[src/rtl/lifo_stack_with_search_top_assert.svh]
// ----------------------------------------------------------------------------
// lifo_stack_with_search_top_assert.svh
// Assertion macros for the search stack; empty bodies when SYNTH is set.
// ----------------------------------------------------------------------------
`ifndef LIFO_STACK_WITH_SEARCH_TOP_ASSERT_SVH
`define LIFO_STACK_WITH_SEARCH_TOP_ASSERT_SVH

`ifndef SYNTH
// antecedent implies consequent in the same cycle
`define LSWS_ASSERT_IMPLY(label, clk, rst_n, ante, cons) \
	label: assert property (@(posedge clk) disable iff (!(rst_n)) (ante) |-> (cons)) \
		else $error("stack assertion failed");
// antecedent implies consequent in the next cycle
`define LSWS_ASSERT_NEXT(label, clk, rst_n, ante, cons) \
	label: assert property (@(posedge clk) disable iff (!(rst_n)) (ante) |=> (cons)) \
		else $error("stack assertion failed");
`else
`define LSWS_ASSERT_IMPLY(label, clk, rst_n, ante, cons)
`define LSWS_ASSERT_NEXT(label, clk, rst_n, ante, cons)
`endif

`endif

[src/rtl/lsws_pkg.sv]
// ----------------------------------------------------------------------------
// lsws_pkg
// Types and request/status codes shared by the search stack modules.
// ----------------------------------------------------------------------------
package lsws_pkg;

	typedef logic signed [31:0] word_t;
	typedef logic [1:0]         req_t;
	typedef logic [1:0]         status_t;

	localparam req_t REQ_PUSH   = 2'd0;
	localparam req_t REQ_POP    = 2'd1;
	localparam req_t REQ_PEEK   = 2'd2;
	localparam req_t REQ_SEARCH = 2'd3;

	localparam status_t ST_OK        = 2'd0;
	localparam status_t ST_OVERFLOW  = 2'd1;
	localparam status_t ST_UNDERFLOW = 2'd2;
	localparam status_t ST_NOT_FOUND = 2'd3;

endpackage

[src/rtl/lifo_stack_with_search_top.sv]
// ----------------------------------------------------------------------------
// lifo_stack_with_search_top
// Bounded LIFO of signed 32-bit words with push, pop, peek and search.
// ----------------------------------------------------------------------------
// Request channel: req_valid/req_stall carry req_type and value. Response
// channel: rsp_valid/rsp_stall carry out_value, status, is_empty and
// fill_count. Every request beat yields exactly one response beat, in order.
// Push, and any request that fails at once (full, empty), completes in the
// accept cycle: a new request can follow in the next cycle, so one per
// cycle unless a stalled output holds it off. Pop and peek read the
// registered entry memory and finish in S_READ. Search walks the memory
// from the bottom, one entry a cycle, stopping at the first match.
// Results pass a one-deep result stage and then the output register, so a
// new request is taken while a response waits. When rsp_stall holds both
// full, req_stall rises until the output drains.
// Reset clears the count, the control state and both valid flags; the entry
// memory is not cleared and no entry is read before it has been pushed.
// fill_count is the count held after the request, taken modulo 32.
// ----------------------------------------------------------------------------
`include "lifo_stack_with_search_top_assert.svh"

module lifo_stack_with_search_top #(
	parameter int DEPTH = 16
) (
	input  logic               clk,
	input  logic               arst_n,
	input  logic               req_valid,
	output logic               req_stall,
	input  lsws_pkg::req_t     req_type,
	input  lsws_pkg::word_t    value,
	output logic               rsp_valid,
	input  logic               rsp_stall,
	output lsws_pkg::word_t    out_value,
	output lsws_pkg::status_t  status,
	output logic               is_empty,
	output logic [4:0]         fill_count
);
	import lsws_pkg::*;

	localparam int AW = (DEPTH > 1) ? $clog2(DEPTH) : 1;
	localparam int CW = $clog2(DEPTH + 1);

	localparam logic [1:0] S_IDLE = 2'd0;
	localparam logic [1:0] S_READ = 2'd1;
	localparam logic [1:0] S_SCAN = 2'd2;

	logic [1:0]    state_q, state_d;
	logic [CW-1:0] cnt_q, cnt_d, top_idx;
	logic          full, empty, acc;

	logic          ram_we;
	logic [AW-1:0] ram_raddr;
	word_t         ram_rdata;

	logic [AW-1:0] scan_addr_q;
	logic          scan_on_q, scan_last, scan_start, scan_done;
	logic          cmp_vld_s1, cmp_last_s1;
	word_t         key_q;

	logic          res_ld, res_move, res_pend_q;
	word_t         res_val_d, res_val_q;
	status_t       res_st_d, res_st_q;
	logic [CW-1:0] res_cnt_q;
	logic [CW+4:0] fc_ext;

	logic          rsp_valid_q;
	word_t         out_value_q;
	status_t       status_q;
	logic          is_empty_q;
	logic [4:0]    fill_count_q;

	assign full    = (cnt_q == CW'(DEPTH));
	assign empty   = (cnt_q == '0);
	assign top_idx = cnt_q - CW'(1);

	assign res_move  = res_pend_q && (!rsp_valid_q || !rsp_stall);
	assign req_stall = !((state_q == S_IDLE) && (!res_pend_q || res_move));
	assign acc       = req_valid && !req_stall;
	assign scan_last = (CW'(scan_addr_q) == top_idx);

	lsws_ram #(
		.DEPTH (DEPTH),
		.AW    (AW)
	) u_ram (
		.clk   (clk),
		.we    (ram_we),
		.waddr (cnt_q[AW-1:0]),
		.wdata (value),
		.raddr (ram_raddr),
		.rdata (ram_rdata)
	);

	always_comb begin
		state_d    = state_q;
		cnt_d      = cnt_q;
		ram_we     = 1'b0;
		ram_raddr  = top_idx[AW-1:0];
		res_ld     = 1'b0;
		res_val_d  = '0;
		res_st_d   = ST_OK;
		scan_start = 1'b0;
		scan_done  = 1'b0;
		case (state_q)
			S_IDLE: begin
				if (acc) begin
					case (req_type)
						REQ_PUSH: begin
							res_ld = 1'b1;
							if (full) begin
								res_st_d = ST_OVERFLOW;
							end else begin
								ram_we = 1'b1;
								cnt_d  = cnt_q + CW'(1);
							end
						end
						REQ_POP: begin
							if (empty) begin
								res_ld   = 1'b1;
								res_st_d = ST_UNDERFLOW;
							end else begin
								cnt_d   = top_idx;
								state_d = S_READ;
							end
						end
						REQ_PEEK: begin
							if (empty) begin
								res_ld   = 1'b1;
								res_st_d = ST_UNDERFLOW;
							end else begin
								state_d = S_READ;
							end
						end
						default: begin
							if (empty) begin
								res_ld   = 1'b1;
								res_st_d = ST_NOT_FOUND;
							end else begin
								scan_start = 1'b1;
								state_d    = S_SCAN;
							end
						end
					endcase
				end
			end
			S_READ: begin
				res_ld    = 1'b1;
				res_val_d = ram_rdata;
				state_d   = S_IDLE;
			end
			S_SCAN: begin
				ram_raddr = scan_addr_q;
				if (cmp_vld_s1 && (ram_rdata == key_q)) begin
					res_ld    = 1'b1;
					scan_done = 1'b1;
					state_d   = S_IDLE;
				end else if (cmp_vld_s1 && cmp_last_s1) begin
					res_ld    = 1'b1;
					res_st_d  = ST_NOT_FOUND;
					scan_done = 1'b1;
					state_d   = S_IDLE;
				end
			end
			default: begin
				state_d = S_IDLE;
			end
		endcase
	end

	always_ff @(posedge clk or negedge arst_n) begin
		if (!arst_n) begin
			state_q     <= S_IDLE;
			cnt_q       <= '0;
			scan_on_q   <= 1'b0;
			scan_addr_q <= '0;
			cmp_vld_s1  <= 1'b0;
			cmp_last_s1 <= 1'b0;
			res_pend_q  <= 1'b0;
			rsp_valid_q <= 1'b0;
		end else begin
			state_q <= state_d;
			cnt_q   <= cnt_d;

			if (scan_start) begin
				scan_addr_q <= '0;
				scan_on_q   <= 1'b1;
				cmp_vld_s1  <= 1'b0;
			end else if (state_q == S_SCAN) begin
				if (scan_done) begin
					scan_on_q  <= 1'b0;
					cmp_vld_s1 <= 1'b0;
				end else begin
					cmp_vld_s1  <= scan_on_q;
					cmp_last_s1 <= scan_last;
					if (scan_on_q) begin
						if (scan_last) begin
							scan_on_q <= 1'b0;
						end else begin
							scan_addr_q <= scan_addr_q + AW'(1);
						end
					end
				end
			end

			if (res_ld) begin
				res_pend_q <= 1'b1;
			end else if (res_move) begin
				res_pend_q <= 1'b0;
			end

			if (res_move) begin
				rsp_valid_q <= 1'b1;
			end else if (!rsp_stall) begin
				rsp_valid_q <= 1'b0;
			end
		end
	end

	assign fc_ext = (CW + 5)'(res_cnt_q);

	always_ff @(posedge clk) begin
		if (scan_start) begin
			key_q <= value;
		end
		if (res_ld) begin
			res_val_q <= res_val_d;
			res_st_q  <= res_st_d;
			res_cnt_q <= cnt_d;
		end
		if (res_move) begin
			out_value_q  <= res_val_q;
			status_q     <= res_st_q;
			is_empty_q   <= (res_cnt_q == '0);
			fill_count_q <= fc_ext[4:0];
		end
	end

	assign rsp_valid  = rsp_valid_q;
	assign out_value  = out_value_q;
	assign status     = status_q;
	assign is_empty   = is_empty_q;
	assign fill_count = fill_count_q;

	`LSWS_ASSERT_IMPLY(a_cnt_range, clk, arst_n, 1'b1, cnt_q <= CW'(DEPTH))
	`LSWS_ASSERT_IMPLY(a_res_free_busy, clk, arst_n, state_q != S_IDLE, !res_pend_q)
	`LSWS_ASSERT_NEXT(a_push_cnt, clk, arst_n, acc && (req_type == REQ_PUSH) && !full, cnt_q == $past(cnt_q) + CW'(1))
	`LSWS_ASSERT_IMPLY(a_cmp_in_scan, clk, arst_n, cmp_vld_s1, state_q == S_SCAN)
	`LSWS_ASSERT_NEXT(a_read_done, clk, arst_n, state_q == S_READ, (state_q == S_IDLE) && res_pend_q)

endmodule

[src/rtl/lsws_ram.sv]
// ----------------------------------------------------------------------------
// lsws_ram
// Stack entry store: one write port, one read port, registered read data.
// ----------------------------------------------------------------------------
module lsws_ram #(
	parameter int DEPTH = 16,
	parameter int AW    = 4
) (
	input  logic                  clk,
	input  logic                  we,
	input  logic [AW-1:0]         waddr,
	input  lsws_pkg::word_t       wdata,
	input  logic [AW-1:0]         raddr,
	output lsws_pkg::word_t       rdata
);
	import lsws_pkg::*;

	word_t mem [DEPTH];
	word_t rdata_q;

	always_ff @(posedge clk) begin
		if (we) begin
			mem[waddr] <= wdata;
		end
		rdata_q <= mem[raddr];
	end

	assign rdata = rdata_q;

endmodule

[config.mk]
export PLATFORM = sky130hd
export DESIGN_NAME = lifo_stack_with_search_top
export DESIGN_NICKNAME = d
export VERILOG_FILES = /design/src/rtl/lsws_pkg.sv /design/src/rtl/lifo_stack_with_search_top.sv /design/src/rtl/lsws_ram.sv
export VERILOG_INCLUDE_DIRS = /design/src /design/src/rtl
export SDC_FILE = /design/constraint.sdc
export NUM_CORES = 1
export LEC_CHECK = 0
export BUFFER_PORTS_ARGS = -buffer_cell sky130_fd_sc_hd__buf_2
export CAP_MARGIN = 20
export CORE_UTILIZATION = 55
export DETAILED_ROUTE_END_ITERATION = 6
export HOLD_SLACK_MARGIN = 0.02
export PLACE_DENSITY = 0.73
export SLEW_MARGIN = 30
export SYNTH_ARGS = -nofsm -noshare
export SYNTH_HDL_FRONTEND = slang
export SYNTH_SLANG_ARGS = --single-unit
[constraint.sdc]
create_clock -name clk -period 5.7 [get_ports clk]
set_clock_uncertainty 0.15 [all_clocks]
set_input_delay 0.57 -clock clk [delete_from_list [all_inputs] [get_ports clk]]
set_output_delay 0.57 -clock clk [all_outputs]
set_load 0.02 [all_outputs]
==> key figures, run 1 <==
Outcome
  • Status: completed

Placed design
  • GPL Wtd Cong: 0.807
  • Area after DPL: 26900 um2
  • Port Buffers: 79
  • DP HPWL: 29800 um
  • Worst slack, placed: 2.14 ns

Setup path
  • Largest delay contributor family on the critical path: simple AND/OR/NAND/NOR gates
  • Sequence of cells on the critical path: inv_1 > ha_1 > nor3b_1 > nand2_1 > nand2_1 > nor2_1 > nand2_1 > nor2_4 > buf_4
  • R2r endpoint: u_ram.mem[10][26]
  • R2R Setup Slk: 2.02 ns
  • Crit Path Category: flip-flop to flip-flop
  • Worst EP arrival: 3.78 ns
  • CP peak stage delay: 0.67 ns
  • CP Max Fanout: 17
  • Nature of the critical path startpoint: flip-flop
  • Critical R2R Launch: cnt_q[0]
  • R2R depth: 9
  • CP bufs+invs: 2
  • Worst path slowest cell: nor2_4
  • CP most frequent cell: nand2_1
  • Setup crit end kind: flip-flop
  • WP data required: 5.80 ns

Timing
  • Final setup fails: 0
  • Max-slew violation total from the final report: 0
  • Max-slew headroom: 0.449
  • Fmax: 272 MHz
  • Setup TNS: 0 ns
  • Minimum clock period: 3.68 ns
  • Worst-margin pin slew: 0.826 ns
  • Fin worst setup slack: 2.02 ns
  • Final Hold Vio Count: 0
  • RSZ-0062 raised after global routing: false
  • Final Cycle Share: 0.646

Yosys
  • Number of flops mapped to enable cells by yosys: 623
  • Syn nets: 1231
  • Post-synth top flop: edfxtp_1
  • Count leader, synth: edfxtp_1
  • Yosys reg bits: 671
  • Commonest cells post-synth: 623 x edfxtp_1, 128 x mux4_2, 99 x mux2i_1
  • Post-synth top area share: 0.734
  • Area leader, netlist: edfxtp_1
  • Synth cell types: 53
  • Syn Area/Cell: 21.5 um2
  • Netlist Area Pre-Place: 25500 um2
  • Fraction of registers with async set/reset: 0.0238
  • Synth warnings: 0
  • Top post-synthesis cells by area: edfxtp_1 73%, mux4_2 11%, mux2i_1 3.9%
  • Sequential share of the synthesized area: 0.775
  • Mapped Cells: 1183

Pwr
  • Lkg Pwr: 9.66 nW
  • Peak supply drop: 0.000562 V
  • Total power after layout: 15.9 mW
  • Pwr Density: 546 nW/um2

Clocking
  • Clock insertion delay at the later pin of the skew report: 0.59 ns
  • Sink Count: 671
  • TritonCTS clock tree: yes
  • Clock buffer depth: 3
  • Clock slew at reported path FFs: 0.06 ns
  • Htree depth: 3
  • CTS Buf Count: 67
  • Root buf cell: clkbuf_16

Final layout
  • Cell area after layout: 29200 um2
  • Post-layout nets: 1360
  • Final core utilization: 0.640
  • Fillcell total: 2929
  • P&R area growth vs syn: 14.5%
  • Antenna Cells: 0
  • Ratio of cells with drive above 1 in the final layout: 0.272

Drt
  • Final ANT Viol Nets: 0
  • DR vias/cell: 5.99
  • DR iter-0 viols: 1128
  • Drt pass-1 iters: 6
  • Total number of vias: 11757
  • DRT Wirelength: 50300 um
  • Residual DRC: 0
  • WL/cell: 25.6 um

Global route
  • Initial antenna violation count: 0
  • Met3 usage: 0.0450
  • Vias in the first global route: 12049
  • Grt ovf: 0
  • Pin count of the biggest net entering global routing: 61
  • GRT Max-Usage Layer: met2
  • M2 GR Usage: 0.363
  • First-pass GRT wire length: 75300 um
  • Met1 Resource Use GR: 0.300
  • GR Util All Layers: 0.221

Floorplanning
  • Die height: 217 um
  • Die W: 217 um
  • Row count: 78
  • Num ports: 80
  • Die area: 47200 um2
  • Core area: 45600 um2
  • Initial Utilization: 0.559

Hold path
  • Hold Path Depth: 2
  • Hold Path Class: input port to flip-flop
  • WHS Endpoint: rsp_valid
  • Hold Crit Start: rsp_stall

Run
  • Max-cap viol count: 0
## worst reg2reg max path, cell delays in order (launching register included)
cell and delay [ns]:
dfrtp_1 0.61, inv_1 0.16, ha_1 0.25, nor3b_1 0.20
nand2_1 0.19, nand2_1 0.12, nor2_1 0.27, nand2_1 0.28
nor2_4 0.67, buf_4 0.45
## logic make-up after synthesis
family	after synthesis	share of synthesized area
XOR/XNOR	38	0.0137
buffers and inverters	63	0.0134
multiplexers	227	0.152
adder cells (fa/ha/maj)	10	0.00491
AO/OA/AOI/OAI	45	0.0133
flip-flops	671	0.775
AND/OR/NAND/NOR	129	0.0276
## sequential cells by signal, summed over array words and instances (netlist names), 2 cells and up
signal	cells
cnt_q	5
fill_count	5
key_q	32
out_value	32
res_cnt_q	5
res_st_q	2
res_val_q	32
scan_addr_q	4
state_q	2
status	2
u_ram.mem	512
u_ram.rdata	32
## final cells by class
class	instances	area [um2]	area share
clock inverter	27	318	0.0109
sequential	671	19700	0.677
tap	600	751	0.0257
multi-input combinational	449	5560	0.191
clock buffer	92	1910	0.0653
inverter	10	37.5	0.00129
timing repair buffer	113	861	0.0295
## metrics by stage
step | hold slack [ns] | instances
final | 0.114 | 1962
after global routing | 0.112 | 1962
after CTS | 0.0928 | 1962
after detailed placement | 0.255 | 1842
after global placement | 0.252 | 1831
after floorplan | 0.124 | 1183
## cells in the final DEF (no fill, tap or decap), types with 4 or more instances in the layout
master     netlist  routed
dfrtp_1         16      16
mux2i_1         99      99
dfxtp_1         32      32
clkbuf_1        11      16
nor2_1          22      10
buf_2           24      79
nand3_1         11      11
o21ai_0         11      10
inv_1           10      10
o211ai_1         4       4
nor2_4           0      12
nand2b_1         4       4
nor3_1           7       4
and2_1          32      32
buf_4           16      20
mux4_2         128     128
clkinv_2         0      13
nor3_2           1       4
clkbuf_8         0       5
nand2_1         23      23
xnor2_1         37      37
bufinv_16        0       7
edfxtp_1       623     623
nand4_1         12      12
buf_16           0       8
clkbuf_16        0      71
ha_1            10      10
## routing by layer
layer / wire length, um / vias to the layer above
met1: 20900 / 6159
met4: 943 / 0
met5: 0 / -
met2: 25500 / 430
li1: - / 5098
met3: 3010 / 70
## worst max-delay path by stage
stage | cells after the start | endpoint | slack (ns) | startpoint
3_5_place_dp | 9 | u_ram.mem[10][0] | 2.14 | cnt_q[0]
3_3_place_gp | 8 | u_ram.mem[7][14] | 2.24 | cnt_q[0]
6_report | 9 | u_ram.mem[10][26] | 2.02 | cnt_q[0]
4_1_cts | 9 | u_ram.mem[10][0] | 2.10 | cnt_q[0]
2_1_floorplan | 9 | u_ram.mem[2][0] | 1.34 | cnt_q[0]
5_1_grt | 9 | u_ram.mem[10][25] | 1.82 | cnt_q[0]
## power breakdown
part           switching [mW]  total (mW)  internal [mW]
combinational            2.83        5.26           2.43
sequential              0.312        6.27           5.96
clock                    1.75        4.41           2.66
## repair_timing
item | 4_1_cts | 5_1_grt
gates resized for setup | 0 | 0
buffers inserted | 0 | 0
endpoints found under the hold margin | 16 | 0
hold buffers | 1 | 0
Note: power is estimated with default switching activity, not from simulation.
==> inputs of run 2 (changes only) <==
--- a/config.mk
+++ b/config.mk
@@ -6,6 +6,7 @@
 export SDC_FILE = /design/constraint.sdc
 export NUM_CORES = 1
 export LEC_CHECK = 0
+export ABC_AREA = 1
 export BUFFER_PORTS_ARGS = -buffer_cell sky130_fd_sc_hd__buf_2
 export CAP_MARGIN = 20
 export CORE_UTILIZATION = 55
==> constraint.sdc (replaced) <==
create_clock -name clk -period 3.4 [get_ports clk]
set_clock_uncertainty 0.15 [all_clocks]
set_input_delay 0.34 -clock clk [delete_from_list [all_inputs] [get_ports clk]]
set_output_delay 0.34 -clock clk [all_outputs]
set_load 0.02 [all_outputs]
==> run 2 against run 1 <==
Effect of this change: synthesized cell count rose by 58%; wire length rose by 21%; core utilization rose by 0.79 points; count of clock-buffer cells in the layout did not move; critical endpoint is now u_ram.rdata[4]; critical path type unchanged; sequential power rose by 64%; hold slack got worse by 0.084 ns; non-clock buffer count rose by 48; area after synthesis rose by 0.84%; first-iteration DRC count rose by 83%; combinational power rose by 120%.
==> key figures, run 2 <==
Timing
  • Max-slew violation total from the final report: 0 (unchanged)
  • Final Cycle Share: 0.814 (+0.168)
  • Minimum clock period: 2.77 ns (-0.914 ns)
  • Final setup fails: 0 (unchanged)
  • Fin worst setup slack: 0.632 ns (-1.39 ns)
  • Setup TNS: 0 ns (unchanged)
  • Fmax: 361 MHz (+33%)
  • Max-slew headroom: 0.459 (+0.0101)
  • Worst-margin pin slew: 0.809 ns (-0.0169 ns)
  • RSZ-0062 raised after global routing: false
  • Final Hold Vio Count: 0 (unchanged)

Final layout
  • Most frequent cells in the layout: 623 x edfxtp_1, 317 x nor2_1, 248 x o21ai_0
  • Ratio of cells with drive above 1 in the final layout: 0.126 (-0.145)
  • Filler-free cell count of the finished design: 2645 (+35%)
  • P&R area growth vs syn: 15.5%
  • Post-layout nets: 2041 (+50%)
  • Top reg by flops: u_ram.mem
  • Largest register FFs: 512 (unchanged)
  • Commonest non-fill, non-tap cell in the layout: edfxtp_1
  • Final core utilization: 0.648 (+0.00790)

Setup path
  • CP Max Fanout: 73 (+56)
  • Sequence of cells on the critical path: inv_1 > ha_1 > inv_1 > nand2_1 > o21ai_4 > buf_12 > o21ai_0 > o221ai_1 > nand3_1 > nand2_1
  • CP peak stage delay: 0.42 ns (-0.25 ns)
  • Nature of the critical path startpoint: flip-flop
  • Worst EP arrival: 3.14 ns (-0.64 ns)
  • CP bufs+invs: 3 (+1)
  • Crit Path Category: flip-flop to flip-flop
  • Largest delay contributor family on the critical path: compound AO/OA/AOI/OAI gates
  • Setup crit end kind: flip-flop
  • WP data required: 3.78 ns (-2.02 ns)
  • Worst path slowest cell: dfrtp_1

Yosys
  • Post-synthesis mux area share: 0 (-0.152)
  • Count leader, synth: edfxtp_1
  • Simple-Gate Fraction of Synth Area: 0.0794 (+0.0518)
  • Synth Area in Adders: 0.00487 (-0.0000409)
  • Top post-synthesis cells by area: edfxtp_1 73%, nor2_1 4.9%, o21ai_0 4.8%
  • Compound-gate portion of the synthesized area: 0.109 (+0.0958)
  • Fraction of registers with async set/reset: 0.0238 (unchanged)
  • Xor/xnor share of the synthesized area: 0.00711 (-0.00654)
  • Syn Area/Cell: 13.7 um2 (-36%)
  • Mapped Cells: 1871 (+58%)
  • Post-synth top area share: 0.728 (-0.00611)
  • Netlist Area Pre-Place: 25700 um2 (+0.84%)
  • Area leader, netlist: edfxtp_1
  • Syn nets: 1919 (+56%)
  • Synth warnings: 0 (unchanged)
  • Sequential share of the synthesized area: 0.769 (-0.00645)
  • Post-synth top flop: edfxtp_1
  • Largest family of logic cells by synthesized area: compound AO/OA/AOI/OAI gates
  • Synth cell types: 32 (-40%)
  • Number of flops mapped to enable cells by yosys: 623 (unchanged)
  • Yosys reg bits: 671 (unchanged)
  • Commonest cells post-synth: 623 x edfxtp_1, 333 x nor2_1, 248 x o21ai_0

Pwr
  • Psw: 11.3 mW (+130%)
  • Lkg Pwr: 10.1 nW (+5.1%)
  • Sw Ratio: 0.389 (+0.0826)
  • Sequential share of power: 0.355 (-0.039)
  • Pwr Density: 981 nW/um2 (+80%)
  • Logic pwr share: 0.393 (+0.063)
  • Total power after layout: 29.1 mW (+83%)
  • Int Power: 17.8 mW (+61%)
  • Clock power frac: 0.253 (-0.024)
  • Peak supply drop: 0.00110 V (+96%)

Global route
  • Grt ovf: 0 (unchanged)
  • GR Util All Layers: 0.261 (+0.0397)
  • Initial antenna violation count: 0 (unchanged)
  • First-pass GRT wire length: 93200 um (+24%)
  • Vias in the first global route: 15956 (+32%)
  • Pin count of the biggest net entering global routing: 96 (+57%)

Clocking
  • Sink Count: 671 (unchanged)
  • CTS Buf Count: 67 (unchanged)
  • Clock slew at reported path FFs: 0.06 ns (about the same)
  • Clock insertion delay at the later pin of the skew report: 0.59 ns (about the same)
  • Setup bufs post-CTS: 0 (unchanged)
  • Cts repair resizes: 0 (unchanged)
  • Clock buffer depth: 3 (unchanged)
  • TritonCTS clock tree: yes
  • Htree depth: 3 (unchanged)
  • Root buf cell: clkbuf_16

Floorplanning
  • Num ports: 80 (unchanged)
  • Die height: 218 um (+0.41%)
  • Core area: 45800 um2 (+0.43%)
  • Initial Utilization: 0.561 (+0.00229)
  • Die area: 47600 um2 (+0.83%)
  • Die W: 218 um (+0.41%)
  • Row count: 78 (unchanged)

Placed design
  • DP Cell Count: 2491 (+35%)
  • Worst slack, placed: 0.671 ns (-1.47 ns)
  • GPL Wtd Cong: 0.883 (+9.4%)
  • Port Buffers: 79 (unchanged)
  • DP HPWL: 33400 um (+12%)

Hold path
  • Hold Path Class: input port to flip-flop

Run
  • Max-cap viol count: 0 (unchanged)

Drt
  • DR vias/cell: 6.17 (+3.0%)
  • WL/cell: 23.0 um (-10%)
  • DR iter-0 viols: 2061 (+83%)
  • Final ANT Viol Nets: 0 (unchanged)
  • DRT Wirelength: 60900 um (+21%)
  • Total number of vias: 16319 (+39%)
  • Drt pass-1 iters: 5 (-1)
  • Residual DRC: 0 (unchanged)

Outcome
  • Status: completed
run 2: kinds of logic after synthesis:
group / after synthesis
xor gates and xnor gates: 20
DFF: 671
AOI/OAI and AO/OA: 459
and+or+nand+nor: 521
adders and majority gates: 10
buffers and inverters: 190
run 2: final timing paths:
| kind | end | slack, ns | cells past startpoint | startpoint |
|---|---|---|---|---|
| setup reg to reg | u_ram.rdata[4] | 0.63 | 10 | cnt_q[0] |
| hold reg to reg | out_value[3] | 0.27 | 0 | res_val_q[3] |
| min in group asynchronous | rsp_valid | 0.11 | 2 | arst_n |
| hold / removal | u_ram.mem[0][10] | 0.03 | 1 | value[10] |
| max in group asynchronous | cnt_q[1] | 2.71 | 2 | arst_n |
| setup / recovery | u_ram.rdata[4] | 0.63 | 10 | cnt_q[0] |
run 2: what timing repair did:
| action | CTS | global route |
|---|---|---|
| setup endpoints to repair | 0 | 0 |
| hold buffers | 33 | 0 |
| hold endpoints to repair | 439 | 0 |
run 2: metrics by stage:
stage               hold slack (ns)  area [um2]
finish                       0.0301       29700
global route                 0.0249       29700
CTS                          0.0230       29700
detailed placement            0.138       27100
global placement              0.131       27100
floorplan                    -0.106       25700
run 2: metal layers:
metal	part of all wire	global-route usage	vias up	wire length (um)
li1	-	-	7187	-
met1	0.40	0.365	8113	24200
met2	0.48	0.417	900	29000
met3	0.10	0.0476	119	6130
met4	0.026	0.0860	0	1560
met5	0	0	-	0
run 2: power by group through the flow:
stage               logic [mW]  clock network [mW]  registers, mW
detailed placement        11.2                   0           10.5
global placement          10.9                   0           10.4
finish                    11.4                7.36           10.3
CTS                       11.3                7.43           10.3
global route              12.6                7.77           10.4
floorplan                 7.57                   0           10.5
run 2: final cells by class:
type / count / area (um2)
Inverter: 82 / 313
Tap cell: 600 / 751
Antenna cell: 1 / 2.50
Sequential cell: 671 / 19700
Multi-Input combinational cell: 1010 / 5330
Clock buffer: 92 / 1870
Fill cell: 3142 / 16100
Clock inverter: 28 / 322
Timing Repair Buffer: 161 / 1330
==> inputs of run 3 (changes only) <==
--- a/config.mk
+++ b/config.mk
@@ -6,7 +6,7 @@
 export SDC_FILE = /design/constraint.sdc
 export NUM_CORES = 1
 export LEC_CHECK = 0
-export ABC_AREA = 1
+export ABC_AREA = 0
 export BUFFER_PORTS_ARGS = -buffer_cell sky130_fd_sc_hd__buf_2
 export CAP_MARGIN = 20
 export CORE_UTILIZATION = 55
==> constraint.sdc (replaced) <==
create_clock -name clk -period 2.9 [get_ports clk]
set_clock_uncertainty 0.15 [all_clocks]
set_input_delay 0.29 -clock clk [delete_from_list [all_inputs] [get_ports clk]]
set_output_delay 0.29 -clock clk [all_outputs]
set_load 0.02 [all_outputs]
==> run 3 against run 2 <==
Effect of this change: global-route usage down 2.1 points; maximum frequency down 2.5%; total power is 9.9% higher; register-to-register slack got worse by 0.57 ns; sequential cell count stayed put; sequential power increased by 19%.
==> key figures, run 3 (synthesis gave the netlist of run 1 again) <==
Timing
  • Max-slew violation total from the final report: 0 (unchanged)
  • Worst-margin pin slew: 0.796 ns (-0.0135 ns)
  • RSZ-0062 raised after global routing: false
  • Max-slew headroom: 0.468 (+0.00889)
  • Final Hold Vio Count: 0 (unchanged)
  • Minimum clock period: 2.84 ns (+0.0696 ns)
  • Final setup fails: 0 (unchanged)
  • Final Cycle Share: 0.979 (+0.164)
  • Fmax: 352 MHz (-2.5%)

Final layout
  • Most frequent cells in the layout: 623 x edfxtp_1, 128 x mux4_2, 99 x mux2i_1
  • Final core utilization: 0.657 (+0.00868)
  • Fillcell total: 2896 (-7.8%)
  • Filler-free cell count of the finished design: 2045 (-23%)
  • Antenna Cells: 0 (-1)
  • Post-layout nets: 1438 (-30%)
  • Commonest non-fill, non-tap cell in the layout: edfxtp_1
  • Top reg by flops: u_ram.mem
  • Ratio of cells with drive above 1 in the final layout: 0.280 (+0.154)
  • Largest register FFs: 512 (unchanged)
  • P&R area growth vs syn: 17.5%

Setup path
  • Worst EP arrival: 2.96 ns (-0.18 ns)
  • R2R Setup Slk: 0.06 ns (-0.57 ns)
  • Nature of the critical path startpoint: flip-flop
  • CP Max Fanout: 33 (-55%)
  • R2r endpoint: res_val_q[13]
  • Setup crit end kind: flip-flop
  • Crit Path Category: flip-flop to flip-flop
  • Worst setup path end: res_val_q[13]
  • CP startpoint: key_q[26]
  • WP data required: 3.02 ns (-0.76 ns)
  • R2R depth: 7 (-3)
  • Critical R2R Launch: key_q[26]

Floorplanning
  • Initial Utilization: 0.559 (-0.00229)
  • Row count: 78 (unchanged)
  • Die W: 217 um (-0.41%)
  • Num ports: 80 (unchanged)
  • Die height: 217 um (-0.41%)
  • Die area: 47200 um2 (-0.82%)
  • Core area: 45600 um2 (-0.43%)

Clocking
  • Root buf cell: clkbuf_16
  • Htree depth: 3 (unchanged)
  • Clock insertion delay at the later pin of the skew report: 0.61 ns (+0.02 ns)
  • Sink Count: 671 (unchanged)
  • Clock buffer depth: 3 (unchanged)
  • CTS Buf Count: 67 (unchanged)
  • Clock slew at reported path FFs: 0.06 ns (about the same)
  • TritonCTS clock tree: yes

Drt
  • WL/cell: 26.6 um (+16%)
  • DR iter-0 viols: 1201 (-42%)
  • Total number of vias: 12327 (-24%)
  • DR vias/cell: 6.03 (-2.3%)
  • Final ANT Viol Nets: 0 (unchanged)
  • DRT Wirelength: 54400 um (-11%)
  • Drt pass-1 iters: 5 (unchanged)
  • Residual DRC: 0 (unchanged)

Global route
  • GR Util All Layers: 0.240 (-0.0207)
  • Vias in the first global route: 12588 (-21%)
  • Grt ovf: 0 (unchanged)
  • Initial antenna violation count: 0 (unchanged)
  • First-pass GRT wire length: 80900 um (-13%)
  • Pin count of the biggest net entering global routing: 53 (-45%)

Hold path
  • Hold Path Class: input port to flip-flop

Placed design
  • GPL Wtd Cong: 0.808 (-8.5%)
  • DP HPWL: 31000 um (-7.2%)
  • DP Cell Count: 1881 (-24%)
  • Port Buffers: 79 (unchanged)

Pwr
  • Pwr Density: 1070 nW/um2 (+8.9%)
  • Peak supply drop: 0.000802 V (-27%)
  • Lkg Pwr: 9.98 nW (-1.7%)

Run
  • Max-cap viol count: 0 (unchanged)

Outcome
  • Status: completed
-- run 3: cell types whose count changed in the layout (fill, tap and decap cells not counted), sizes merged, moves of 70 or more --
cell / previous run / this run
inv: 83 / 13
mux2i: 0 / 99
mux4: 0 / 128
nand2: 138 / 23
nor2: 334 / 22
o21ai: 278 / 13
o221ai: 88 / 0
-- run 3: metal layers --
layer	track usage	wire length (um)	vias up
met4	0.0796	1390	0
li1	-	-	5267
met1	0.345	22800	6420
met5	0	0	-
met3	0.0415	3780	107
met2	0.379	26500	533
-- run 3: area by class of cell --
| cell class | instances | area (um2) | share of cell area |
|---|---|---|---|
| sequential | 671 | 19700 | 0.660 |
| multi-input combinational | 449 | 5580 | 0.186 |
| clock buffer | 90 | 1830 | 0.0610 |
| timing repair buffer | 191 | 1720 | 0.0576 |
| tap | 600 | 751 | 0.0251 |
| clock inverter | 34 | 272 | 0.00907 |
| inverter | 10 | 37.5 | 0.00125 |
-- run 3: worst max-delay path: stages (launching register included) --
cell and delay, ns:
edfxtp_1 0.38, xnor2_1 0.50, nand4_1 0.17, nor4_1 0.35, nand3_1 0.28, a21oi_1 0.23
or2_2 0.17, buf_12 0.26
-- run 3: worst min path at each step --
stage,slack (ns),to,depth (start not counted),from
after CTS,0.05,state_q[0],4,req_valid
final,0.09,state_q[0],4,req_valid
after global placement,0.09,cnt_q[4],1,arst_n
after global routing,0.08,state_q[0],4,req_valid
after detailed placement,0.08,cnt_q[4],1,arst_n
after floorplan,-0.16,cmp_last_s1,0,arst_n
-- run 3: stage by stage --
stage	cell area (um2)	setup WS [ns]	power, mW	hold WS, ns	setup TNS (ns)
after floorplan	25600	-0.0515	20.4	-0.156	-8.00
after global placement	27500	0.158	23.6	0.0886	0
after detailed placement	27500	0.117	23.9	0.0787	0
after CTS	29900	0.0582	32.2	0.0500	0
after global routing	29900	0.00370	33.3	0.0840	0
final	29900	0.0622	32.0	0.0903	0
-- run 3: what timing repair did --
item                                   CTS  global route
endpoints found under the hold margin  561             0
hold buffers                            35             0
gates resized for setup                  0             1
setup endpoints to repair                0            40
buffers inserted                         0             5
-- run 3: report_power, final --
| group | switching [mW] | leakage, nW | internal, mW |
|---|---|---|---|
| logic | 5.90 | 2.86 | 5.60 |
| clock network | 3.50 | 1.00 | 4.72 |
| registers | 0.551 | 6.11 | 11.7 |
